`src/hdl/irct_pkg.sv`:
```
package irct_pkg;

    localparam int DEFAULT_MAX_FIELD_INDEX = 63;
    localparam int IDX_W = 6;

    // characters the parser keys on
    localparam logic [7:0] CH_AT     = 8'h40;  // @
    localparam logic [7:0] CH_COLON  = 8'h3A;  // :
    localparam logic [7:0] CH_SEMI   = 8'h3B;  // ;
    localparam logic [7:0] CH_SLASH  = 8'h2F;  // /
    localparam logic [7:0] CH_EQUAL  = 8'h3D;  // =
    localparam logic [7:0] CH_DASH   = 8'h2D;  // -
    localparam logic [7:0] CH_BANG   = 8'h21;  // !
    localparam logic [7:0] CH_SPACE  = 8'h20;
    localparam logic [7:0] CH_BSLASH = 8'h5C;
    localparam logic [7:0] CH_CR     = 8'h0D;
    localparam logic [7:0] CH_LF     = 8'h0A;
    localparam logic [7:0] CH_LOW_S  = 8'h73;  // s
    localparam logic [7:0] CH_LOW_R  = 8'h72;  // r
    localparam logic [7:0] CH_LOW_N  = 8'h6E;  // n

    // result kinds
    localparam logic [3:0] K_KEY    = 4'd0;
    localparam logic [3:0] K_VALUE  = 4'd1;
    localparam logic [3:0] K_NICK   = 4'd2;
    localparam logic [3:0] K_USER   = 4'd3;
    localparam logic [3:0] K_HOST   = 4'd4;
    localparam logic [3:0] K_CMD    = 4'd5;
    localparam logic [3:0] K_MIDDLE = 4'd6;
    localparam logic [3:0] K_TRAIL  = 4'd7;
    localparam logic [3:0] K_END    = 4'd8;
    localparam logic [3:0] K_ERROR  = 4'd9;

    // error codes
    localparam logic [2:0] ERR_NONE      = 3'd0;
    localparam logic [2:0] ERR_KEY_BYTE  = 3'd1;
    localparam logic [2:0] ERR_NO_SPACE  = 3'd2;
    localparam logic [2:0] ERR_NO_LF     = 3'd3;
    localparam logic [2:0] ERR_LINEBREAK = 3'd4;

    typedef enum logic [13:0] {
        PH_LINE       = 14'b00000000000001,
        PH_KEY        = 14'b00000000000010,
        PH_VALUE      = 14'b00000000000100,
        PH_ESC        = 14'b00000000001000,
        PH_AFTER_TAGS = 14'b00000000010000,
        PH_NICK       = 14'b00000000100000,
        PH_USER       = 14'b00000001000000,
        PH_HOST       = 14'b00000010000000,
        PH_CMD        = 14'b00000100000000,
        PH_PARAM      = 14'b00001000000000,
        PH_MIDDLE     = 14'b00010000000000,
        PH_TRAIL      = 14'b00100000000000,
        PH_WAIT_LF    = 14'b01000000000000,
        PH_SKIP       = 14'b10000000000000
    } phase_t;

    typedef struct packed {
        phase_t           phase;
        logic [IDX_W-1:0] count;
        logic             vendor;
        logic             fresh;
    } state_t;

    typedef struct packed {
        logic             valid;
        logic [3:0]       kind;
        logic [IDX_W-1:0] index;
        logic [7:0]       data;
        logic             first;
        logic [2:0]       code;
    } result_t;

    localparam state_t STATE_RESET = '{phase: PH_LINE, count: '0, vendor: 1'b0, fresh: 1'b1};

    function automatic logic is_alnum(input logic [7:0] b);
        is_alnum = (b >= 8'h30 && b <= 8'h39) || (b >= 8'h61 && b <= 8'h7A)
                || (b >= 8'h41 && b <= 8'h5A);
    endfunction

endpackage

```
`src/hdl/irc_line_tokenizer.sv`:
```
// Byte-serial IRC line tokenizer with IRCv3 message tags. One raw byte enters per beat on the
// s_ channel and at most one tagged byte leaves per beat on the m_ channel: tag keys and
// unescaped tag values, nick/user/host of the prefix, command, and middle or trailing
// parameters, each with a tag or parameter number (saturating at MAX_FIELD_INDEX, at most 63)
// and a first-byte flag. Delimiters produce nothing; CR LF produces an end beat; a bad byte
// produces one error beat, after which input is consumed silently up to and including LF.
// The parse state updates in the cycle the byte is taken and the result sits in the output register,
// so a byte is accepted every cycle while m_ready is high or the output register is empty. A result
// beat appears in the cycle after its input beat is accepted.
module irc_line_tokenizer #(
    parameter int MAX_FIELD_INDEX = irct_pkg::DEFAULT_MAX_FIELD_INDEX
) (
    input  logic       aclk,
    input  logic       aresetn,
    input  logic       s_valid,
    output logic       s_ready,
    input  logic [7:0] s_data_byte,
    output logic       m_valid,
    input  logic       m_ready,
    output logic [3:0] m_field_kind,
    output logic [5:0] m_field_index,
    output logic [7:0] m_out_byte,
    output logic       m_first_of_field,
    output logic [2:0] m_error_code
);
    import irct_pkg::*;

    state_t  state_reg, state_next;
    result_t step_res;
    result_t out_reg;
    logic    m_valid_reg, m_valid_next;
    logic    accept;

    irct_step #(
        .MAX_FIELD_INDEX(MAX_FIELD_INDEX)
    ) u_step (
        .st  (state_reg),
        .b   (s_data_byte),
        .nx  (state_next),
        .res (step_res)
    );

    assign s_ready = !m_valid_reg || m_ready;
    assign accept  = s_valid && s_ready;

    always_comb begin
        if (accept) m_valid_next = step_res.valid;
        else if (m_ready) m_valid_next = 1'b0;
        else m_valid_next = m_valid_reg;
    end

    always_ff @(posedge aclk) begin
        if (!aresetn) begin
            state_reg   <= STATE_RESET;
            m_valid_reg <= 1'b0;
        end else begin
            m_valid_reg <= m_valid_next;
            if (accept) state_reg <= state_next;
        end
    end

    always_ff @(posedge aclk) begin
        if (accept && step_res.valid) out_reg <= step_res;
    end

    assign m_valid          = m_valid_reg;
    assign m_field_kind     = out_reg.kind;
    assign m_field_index    = out_reg.index;
    assign m_out_byte       = out_reg.data;
    assign m_first_of_field = out_reg.first;
    assign m_error_code     = out_reg.code;

endmodule

```
`src/hdl/irct_step.sv`:
```
module irct_step #(
    parameter int MAX_FIELD_INDEX = irct_pkg::DEFAULT_MAX_FIELD_INDEX
) (
    input  irct_pkg::state_t  st,
    input  logic [7:0]        b,
    output irct_pkg::state_t  nx,
    output irct_pkg::result_t res
);
    import irct_pkg::*;

    localparam int IdxLimit = (MAX_FIELD_INDEX < 63) ? MAX_FIELD_INDEX : 63;

    logic             do_value;
    logic             do_cmd;
    logic             put_req;
    logic [3:0]       put_kind;
    logic [IDX_W-1:0] put_idx;
    logic [7:0]       put_data;
    logic             put_fresh;
    logic             err_req;
    logic [2:0]       err_code;
    logic             end_req;
    logic             line_reset;
    logic [IDX_W-1:0] count_bump;
    logic             is_brk;

    assign is_brk = (b == CH_CR) || (b == CH_LF);

    always_comb begin
        nx         = st;
        res        = '0;
        do_value   = 1'b0;
        do_cmd     = 1'b0;
        put_req    = 1'b0;
        put_kind   = K_KEY;
        put_idx    = '0;
        put_data   = b;
        put_fresh  = st.fresh;
        err_req    = 1'b0;
        err_code   = ERR_NONE;
        end_req    = 1'b0;
        line_reset = 1'b0;
        count_bump = (st.count < IDX_W'(IdxLimit)) ? st.count + 1'b1 : st.count;

        case (st.phase)
            PH_LINE, PH_AFTER_TAGS: begin
                if (st.phase == PH_LINE && b == CH_AT) begin
                    nx.count  = '0;
                    nx.vendor = 1'b0;
                    nx.phase  = PH_KEY;
                    nx.fresh  = 1'b1;
                end else if (b == CH_COLON) begin
                    nx.phase = PH_NICK;
                    nx.fresh = 1'b1;
                end else begin
                    nx.fresh  = 1'b1;
                    put_fresh = 1'b1;
                    do_cmd    = 1'b1;
                end
            end
            PH_KEY: begin
                if (is_alnum(b) || b == CH_DASH) begin
                    put_req  = 1'b1;
                    put_kind = K_KEY;
                    put_idx  = st.count;
                end else if (b == CH_SLASH && !st.vendor) begin
                    nx.vendor = 1'b1;
                    put_req   = 1'b1;
                    put_kind  = K_KEY;
                    put_idx   = st.count;
                end else if (b == CH_EQUAL) begin
                    nx.phase = PH_VALUE;
                    nx.fresh = 1'b1;
                end else if (is_brk) begin
                    err_req  = 1'b1;
                    err_code = ERR_LINEBREAK;
                end else begin
                    err_req  = 1'b1;
                    err_code = ERR_KEY_BYTE;
                end
            end
            PH_VALUE: do_value = 1'b1;
            PH_ESC: begin
                nx.phase = PH_VALUE;
                put_kind = K_VALUE;
                put_idx  = st.count;
                case (b)
                    CH_COLON: begin
                        put_req  = 1'b1;
                        put_data = CH_SEMI;
                    end
                    CH_LOW_S: begin
                        put_req  = 1'b1;
                        put_data = CH_SPACE;
                    end
                    CH_BSLASH: put_req = 1'b1;
                    CH_LOW_R: begin
                        put_req  = 1'b1;
                        put_data = CH_CR;
                    end
                    CH_LOW_N: begin
                        put_req  = 1'b1;
                        put_data = CH_LF;
                    end
                    CH_SPACE, CH_SEMI, CH_CR, CH_LF: do_value = 1'b1;
                    default: ;  // unknown escape is dropped
                endcase
            end
            PH_NICK, PH_USER, PH_HOST: begin
                if (st.phase == PH_NICK && b == CH_BANG) begin
                    nx.phase = PH_USER;
                    nx.fresh = 1'b1;
                end else if (st.phase != PH_HOST && b == CH_AT) begin
                    nx.phase = PH_HOST;
                    nx.fresh = 1'b1;
                end else if (b == CH_SPACE) begin
                    nx.phase = PH_CMD;
                    nx.fresh = 1'b1;
                end else if (is_brk) begin
                    err_req  = 1'b1;
                    err_code = ERR_LINEBREAK;
                end else begin
                    put_req  = 1'b1;
                    put_kind = (st.phase == PH_NICK) ? K_NICK
                             : (st.phase == PH_USER) ? K_USER : K_HOST;
                end
            end
            PH_CMD: do_cmd = 1'b1;
            PH_PARAM, PH_MIDDLE: begin
                if (st.phase == PH_PARAM && b == CH_COLON) begin
                    nx.phase = PH_TRAIL;
                    nx.fresh = 1'b1;
                end else if (b == CH_SPACE) begin
                    // two spaces in a row count an empty parameter
                    nx.count = count_bump;
                    nx.phase = PH_PARAM;
                    nx.fresh = 1'b1;
                end else if (b == CH_CR) begin
                    nx.phase = PH_WAIT_LF;
                end else if (b == CH_LF) begin
                    err_req  = 1'b1;
                    err_code = ERR_LINEBREAK;
                end else begin
                    nx.phase = PH_MIDDLE;
                    put_req  = 1'b1;
                    put_kind = K_MIDDLE;
                    put_idx  = st.count;
                end
            end
            PH_TRAIL: begin
                if (b == CH_CR) begin
                    nx.phase = PH_WAIT_LF;
                end else if (b == CH_LF) begin
                    err_req  = 1'b1;
                    err_code = ERR_LINEBREAK;
                end else begin
                    put_req  = 1'b1;
                    put_kind = K_TRAIL;
                    put_idx  = st.count;
                end
            end
            PH_WAIT_LF: begin
                if (b == CH_LF) begin
                    end_req    = 1'b1;
                    line_reset = 1'b1;
                end else begin
                    err_req  = 1'b1;
                    err_code = ERR_NO_LF;
                end
            end
            default: begin
                // skipping a bad line up to its LF
                if (b == CH_LF) line_reset = 1'b1;
                else nx.phase = PH_SKIP;
            end
        endcase

        // plain value byte, also reached from an escape before a delimiter
        if (do_value) begin
            nx.phase = PH_VALUE;
            if (b == CH_SPACE) begin
                nx.count = '0;
                nx.phase = PH_AFTER_TAGS;
                nx.fresh = 1'b1;
            end else if (b == CH_SEMI) begin
                nx.count  = count_bump;
                nx.vendor = 1'b0;
                nx.phase  = PH_KEY;
                nx.fresh  = 1'b1;
            end else if (b == CH_BSLASH) begin
                nx.phase = PH_ESC;
            end else if (is_brk) begin
                err_req  = 1'b1;
                err_code = ERR_LINEBREAK;
            end else begin
                put_req  = 1'b1;
                put_kind = K_VALUE;
                put_idx  = st.count;
                put_data = b;
            end
        end

        if (do_cmd) begin
            nx.phase = PH_CMD;
            if (is_alnum(b)) begin
                put_req  = 1'b1;
                put_kind = K_CMD;
                put_idx  = '0;
            end else if (b == CH_SPACE) begin
                nx.count = '0;
                nx.phase = PH_PARAM;
                nx.fresh = 1'b1;
            end else begin
                err_req  = 1'b1;
                err_code = ERR_NO_SPACE;
            end
        end

        if (put_req) begin
            res.valid = 1'b1;
            res.kind  = put_kind;
            res.index = put_idx;
            res.data  = put_data;
            res.first = put_fresh;
            nx.fresh  = 1'b0;
        end
        if (err_req) begin
            res.valid = 1'b1;
            res.kind  = K_ERROR;
            res.code  = err_code;
            if (b == CH_LF) line_reset = 1'b1;
            else nx.phase = PH_SKIP;
        end
        if (end_req) begin
            res.valid = 1'b1;
            res.kind  = K_END;
        end
        if (line_reset) nx = STATE_RESET;
    end

endmodule

```
`config.mk`:
```
export PLATFORM = sky130hd
export DESIGN_NAME = irc_line_tokenizer
export DESIGN_NICKNAME = d
export VERILOG_FILES = /design/src/hdl/irct_pkg.sv /design/src/hdl/irc_line_tokenizer.sv /design/src/hdl/irct_step.sv
export SDC_FILE = /design/constraint.sdc
export NUM_CORES = 1
export LEC_CHECK = 0
export ABC_CLOCK_PERIOD_IN_PS = 4500
export BUFFER_PORTS_ARGS = -buffer_cell sky130_fd_sc_hd__buf_2
export CAP_MARGIN = 20
export CORE_ASPECT_RATIO = 1.4
export CORE_MARGIN = 2
export CORE_UTILIZATION = 50
export DETAILED_ROUTE_END_ITERATION = 12
export GPL_TIMING_DRIVEN = 0
export PLACE_DENSITY = 0.73
export SLEW_MARGIN = 20
export SYNTH_ARGS = -nofsm -noshare
export SYNTH_HDL_FRONTEND = slang
export SYNTH_HIERARCHICAL = 1
export SYNTH_SLANG_ARGS = --single-unit
```
`constraint.sdc`:
```
create_clock -name aclk -period 4.5 [get_ports aclk]
set_clock_uncertainty 0.2 [all_clocks]
set_input_delay 0 -clock aclk [delete_from_list [all_inputs] [get_ports aclk]]
set_output_delay 0 -clock aclk [all_outputs]
set_load 0.02 [all_outputs]
```
==> flow_summary.json, run 1 <==
{
  "status": "finished, final reports clean",
  "n_antenna_cell": 0,
  "p_switching_uw": 351,
  "place_inst": 569,
  "num_vias": 3684,
  "arrival_ns": 4.23,
  "power_density_nw_per_um2": 252,
  "netlist_area_um2": 3630,
  "ys_ff_latch": 45,
  "fin_hold_ws_ns": 0.0523,
  "grt_max_degree": 16,
  "nets": 499,
  "via_per_inst": 6.33,
  "async_reset_ff_frac": 0,
  "die_h_um": 105,
  "endpoint_kind": "flop",
  "clk_latency_ns": 0.32,
  "synth.distinct_cells": 73,
  "drv_slew": 0,
  "first_iter_violations": 346,
  "portBuffers": 34,
  "hold_path_depth": 4,
  "crit_required_ns": 4.51,
  "synth_ff_type": "dfxtp_1",
  "multi_input_area_um2": 2270,
  "clockPowerShare": 0.261,
  "avgSynthCellArea_um2": 8.28,
  "drt-total-wl_um": 10700,
  "p_sw_frac": 0.342,
  "layout-drive-gt1-share": 0.230,
  "fp-row-count": 36,
  "synth_edf_count": 22,
  "netlist_instances": 439,
  "drc_errors": 0,
  "synth.net_count": 452,
  "initial_core_util": 0.520,
  "rsz0062_at_grt": "no",
  "path_cells": "clkbuf_1 -> nor4_1 -> nand4_1 -> o211a_1 -> and4_4 -> or4_4 -> a21oi_2 -> nor4_1 -> nand4_1 -> o21ai_0 -> dlygate4sd3_1",
  "vdd_drop_max_mv": 0.231,
  "pwr-share-seq": 0.458,
  "nFillCells": 671,
  "clock_path_buffers": 2,
  "critPathMaxFanout": 10,
  "cts_tree": "built",
  "antenna_found_initial": 0,
  "ys_seq_area_frac": 0.309,
  "core_area_um2": 6980,
  "period_share": 0.937,
  "grt_usage": 0.268,
  "ant_nets": 0,
  "first_pass_iters": 5,
  "post_drt_wl_per_cell_um": 18.3,
  "first_global_vias": 3427,
  "grt.overflow.total": 0,
  "r2r_cells": 11,
  "worstHoldPathType": "in2reg",
  "worstMarginPinSlew_ns": 1.07,
  "slowest_delay_ns": 0.95,
  "dp_hpwl_um": 8270,
  "setup_violations": 0,
  "p_int_uw": 675,
  "ios": 36,
  "place_congestion": 1.06,
  "area_growth_pct": 12.2,
  "yosys_warnings": 6,
  "maxCapViolations": 0,
  "fin_crit_ns": 4.22,
  "combPwrFrac": 0.282,
  "die_w_um": 76.0,
  "regArea_um2": 1120,
  "hold_viol_final": 0,
  "finalNonFillerCells": 582,
  "cts-root-buf": "clkbuf_8",
  "die_area_um2": 7970,
  "slew_headroom": 0.278,
  "p_leak_nw": 1.46,
  "largest_register_ffs": 22,
  "cts_inserted_buffers": 5,
  "grt_pass1_wl_um": 17000,
  "cp_slowest_cell": "nor4_1",
  "fmax_mhz": 237,
  "clk_pin_slew_ns": 0.10,
  "h-tree-depth": 2,
  "cp-start-kind": "flop",
  "critPathKind": "reg2reg",
  "cts.sinks": 45
}
-- final timing paths --
check,start,slack (ns),endpoint
max,state_reg[9]$_SDFFE_PN0P_,0.28,state_reg[15]$_SDFFE_PN0P_
min,s_data_byte[1],0.05,m_out_byte[5]$_DFFE_PP_
max reg2reg,state_reg[9]$_SDFFE_PN0P_,0.28,state_reg[15]$_SDFFE_PN0P_
min reg2reg,state_reg[14]$_SDFFE_PN0P_,0.26,state_reg[14]$_SDFFE_PN0P_
-- cells in the final DEF (no fill, tap or decap), types with 6 or more instances in the layout --
cell type,synthesis,layout
nor2_1,37,37
clkbuf_1,16,16
nand3b_1,6,6
nand2b_1,6,6
nor4b_1,7,7
nor4_1,9,9
and3_1,8,8
nor3_1,25,25
edfxtp_1,22,22
a21oi_1,18,18
o21ai_2,18,18
inv_1,6,6
or4_1,7,7
dfxtp_1,23,23
nand2_1,47,47
buf_6,7,8
nor2b_1,12,11
nand4_1,29,29
nand3_1,13,13
buf_2,14,48
o21ai_0,13,13
-- worst max-delay path: cells and delay by family, from the launching register on --
kind            cells  cell delay [ns]
buf+inv             2             0.77
simple gates        6             2.25
flops               1             0.34
compound gates      3             0.52
-- power by group through the flow --
stage               sequential (mW)  clock [mW]  combinational, mW
finish                        0.470       0.267              0.289
global route                  0.473       0.288              0.309
CTS                           0.470       0.276              0.285
detailed placement            0.480           0              0.281
global placement              0.480           0              0.275
floorplan                     0.507           0              0.176
-- what timing repair did --
action	4_1_cts	5_1_grt
gates resized for setup	0	0
hold endpoints to repair	13	0
hold buffers	5	0
setup buffers	0	0
-- cell usage after synthesis, types with 4 or more instances --
cell type / instances / area (um2)
nand2_1: 47 / 176
nor2_1: 37 / 139
nand4_1: 29 / 181
nor3_1: 25 / 125
dfxtp_1: 23 / 460
edfxtp_1: 22 / 661
a21oi_1: 18 / 90.1
o21ai_2: 18 / 158
clkbuf_1: 16 / 60.1
buf_2: 14 / 70.1
nand3_1: 13 / 65.1
o21ai_0: 13 / 65.1
nor2b_1: 12 / 75.1
nor4_1: 9 / 56.3
and3_1: 8 / 50.1
buf_6: 7 / 78.8
nor4b_1: 7 / 61.3
or4_1: 7 / 52.6
inv_1: 6 / 22.5
nand2b_1: 6 / 37.5
nand3b_1: 6 / 45.0
o31ai_1: 5 / 37.5
xor2_1: 5 / 43.8
a31oi_1: 4 / 25.0
or2_1: 4 / 25.0
or3_1: 4 / 25.0
or4_4: 4 / 45.0
-- cell families (layout without fill, tap and decap cells) --
family / after synthesis / count (layout) / synth area share
adder cells (fa/ha/maj): 1 / 1 / 0.00344
flip-flops: 45 / 45 / 0.309
AO/OA/AOI/OAI: 91 / 91 / 0.188
buffers and inverters: 45 / 93 / 0.0661
XOR/XNOR: 7 / 7 / 0.0169
multiplexers: 3 / 3 / 0.00826
AND/OR/NAND/NOR: 247 / 247 / 0.409
-- stage by stage --
step	setup slack, ns	power (mW)	area, um2	TNS [ns]	utilization
2_1_floorplan	0.597	0.683	3630	0	-
3_3_place_gp	-0.350	0.755	3920	-7.66	0.562
3_5_place_dp	0.551	0.761	3940	0	0.564
4_1_cts	0.488	1.03	4080	0	0.584
5_1_grt	0.0291	1.07	4080	0	0.584
6_report	0.281	1.03	4080	0	0.584
-- per-layer routing --
metal / up-vias / global-route usage / routed length, um
met2: 159 / 0.475 / 5360
met3: 47 / 0.0337 / 517
li1: 1755 / - / -
met4: 0 / 0.155 / 554
met1: 1723 / 0.308 / 4220
met5: - / 0 / 0
-- area by class of cell --
type / count / area share
inverter: 7 / 0.00645
timing repair buffer: 40 / 0.0568
multi-input combinational: 349 / 0.558
buffer: 38 / 0.0525
clock buffer: 5 / 0.0169
tap: 95 / 0.0292
clock inverter: 3 / 0.00522
sequential: 45 / 0.275
Power figures use the tool's default switching activity.
==> run 2, diff against run 1 <==
--- a/config.mk
+++ b/config.mk
@@ -13,7 +13,7 @@
 export CORE_UTILIZATION = 50
 export DETAILED_ROUTE_END_ITERATION = 12
 export GPL_TIMING_DRIVEN = 0
-export PLACE_DENSITY = 0.73
+export PLACE_DENSITY = 0.8
 export SLEW_MARGIN = 20
 export SYNTH_ARGS = -nofsm -noshare
 export SYNTH_HDL_FRONTEND = slang
==> run 2 against run 1 <==
Via count increased by 2.0%. Cell area rose by 0.28%. Wire length grew 4.1%. Non-clock buffer count down 1. Clock power grew 20%. First-iteration DRC count fell by 25%. Worst setup slack better by 0.24 ns. Final cell count shrank 0.17%. Core utilization is 0.16 points higher. Power increased by 5.5%. Sequential power is essentially flat. Clock-buffer cell count up 1. Largest cell class unchanged. Highest routed layer unchanged.
==> flow_summary.json, run 2 (synthesis results as in run 1) <==
{
  "use_met3": 0.0535,
  "layout-drive-gt1-share": 0.228,
  "ant_nets": 0,
  "grt_pass1_wl_um": 18100,
  "first_iter_violations": 260,
  "crit_buf_inv": 2,
  "fin_crit_ns": 3.98,
  "via_per_inst": 6.46,
  "first_pass_iters": 5,
  "first_global_vias": 3573,
  "cp_top_family": "simple AND/OR/NAND/NOR gates",
  "place_congestion": 1.03,
  "core_area_um2": 6980,
  "place_inst": 569,
  "maxCapViolations": 0,
  "place_ws_ns": 0.621,
  "vdd_drop_max_mv": 0.227,
  "critPathKind": "reg2reg",
  "worstMarginPinSlew_ns": 0.859,
  "status": "finished, final reports clean",
  "fmax_mhz": 251,
  "p_int_uw": 731,
  "grt_usage": 0.283,
  "cts-root-buf": "clkbuf_8",
  "combPwrFrac": 0.270,
  "finalNonFillerCells": 581,
  "cts_resized": 0,
  "antenna_found_initial": 0,
  "fp-row-count": 36,
  "p_leak_nw": 1.47,
  "finish.instance_area_um2": 4090,
  "h-tree-depth": 2,
  "clk_latency_ns": 0.33,
  "area_growth_pct": 12.5,
  "portBuffers": 34,
  "cp-start-kind": "flop",
  "power_density_nw_per_um2": 265,
  "clock_path_buffers": 2,
  "hold_viol_final": 0,
  "slowest_delay_ns": 0.58,
  "drt-total-wl_um": 11100,
  "rsz0062_at_grt": "no",
  "postLayoutSetupSlackWorst_ns": 0.523,
  "n_antenna_cell": 0,
  "pwr-share-seq": 0.434,
  "cts_tree": "built",
  "p_sw_frac": 0.325,
  "setup_violations": 0,
  "arrival_ns": 3.79,
  "ios": 36,
  "slew_headroom": 0.422,
  "grt.overflow.total": 0,
  "critPathMostFrequentCell": "or3b_1",
  "initial_core_util": 0.520,
  "drv_slew": 0,
  "critPathMaxFanout": 16,
  "layout_common_cells": "48 x buf_2, 47 x nand2_1, 37 x nor2_1",
  "cp_slowest_cell": "nor4_2",
  "nFillCells": 632,
  "largest_register_ffs": 22,
  "path_cells": "buf_2 -> nor4_2 -> nand3_1 -> or3b_1 -> a311oi_1 -> or2_1 -> a211o_1 -> or3b_1 -> nand2_1 -> nor2b_2 -> buf_6",
  "die_w_um": 76.0,
  "power_mw": 1.08,
  "die_h_um": 105,
  "worstHoldPathType": "in2reg",
  "nets": 498,
  "post_drt_wl_per_cell_um": 19.1,
  "final_common_cell": "buf_2",
  "clockPowerShare": 0.296,
  "period_share": 0.884,
  "dp_hpwl_um": 8570,
  "crit_required_ns": 4.31,
  "endpoint_kind": "flop",
  "cts.sinks": 45,
  "grt_max_degree": 17,
  "drc_errors": 0,
  "num_vias": 3756,
  "top_usage_layer": "met2",
  "met1_usage": 0.298,
  "die_area_um2": 7970,
  "post_cts_buffers": 0,
  "clk_pin_slew_ns": 0.11,
  "grtUsageMet2": 0.504,
  "cts_inserted_buffers": 5,
  "p_switching_uw": 352,
  "post_dp_cell_area_um2": 3940
}
==> run 2: changes by cell type in the layout (fill, tap and decap cells not counted), sizes merged <==
cell,previous run,this run
clkinvlp,1,0
bufinv,0,1
clkbuf,22,23
inv,7,6
dlygate4sd3,5,4
==> run 2: metal layers <==
layer,part of all wire,wire [um]
met5,0,0
met3,0.071,786
met1,0.36,4010
met4,0.060,664
met2,0.51,5630
==> run 2: final timing paths <==
kind / from / endpoint / slack [ns] / cells after the start
setup reg to reg: state_reg[13]$_SDFFE_PN0P_ / m_out_byte[3]$_DFFE_PP_ / 0.52 / 11
hold / removal: s_data_byte[7] / m_out_byte[7]$_DFFE_PP_ / 0.04 / 3
hold reg to reg: state_reg[12]$_SDFFE_PN0P_ / state_reg[12]$_SDFFE_PN0P_ / 0.26 / 2
setup / recovery: state_reg[13]$_SDFFE_PN0P_ / m_out_byte[3]$_DFFE_PP_ / 0.52 / 11
==> run 2: through the flow <==
step	hold slack, ns	util	TNS, ns
5_1_grt	0.0572	0.585	0
3_5_place_dp	0.127	0.564	0
4_1_cts	0.0298	0.585	0
2_1_floorplan	-0.0324	-	0
3_3_place_gp	0.114	0.562	-6.22
6_report	0.0363	0.585	0
==> run 2: power groups by stage <==
stage	logic, mW	registers (mW)	clock network (mW)
4_1_cts	0.286	0.470	0.326
6_report	0.292	0.470	0.320
2_1_floorplan	0.176	0.507	0
3_3_place_gp	0.277	0.480	0
5_1_grt	0.312	0.473	0.342
3_5_place_dp	0.283	0.480	0
==> run 2: what timing repair did <==
item                       in CTS  in global routing
setup endpoints to repair       0                  0
hold buffers                    4                  0
hold endpoints to repair       13                  0
==> run 2: layout make-up <==
cell class | count | area (um2) | area share
timing repair buffer | 39 | 221 | 0.0542
clock inverter | 2 | 38.8 | 0.00949
tap | 95 | 119 | 0.0291
inverter | 7 | 26.3 | 0.00643
sequential | 45 | 1120 | 0.274
clock buffer | 6 | 72.6 | 0.0178
multi-input combinational | 349 | 2270 | 0.556
buffer | 38 | 214 | 0.0523
==> run 2: worst reg2reg max path, delay by kind of cell, from the launching register on <==
family | cells | cell delay [ns]
DFF | 1 | 0.33
and+or+nand+nor | 7 | 2.18
buffers and inverters | 2 | 0.43
AOI/OAI and AO/OA | 2 | 0.51
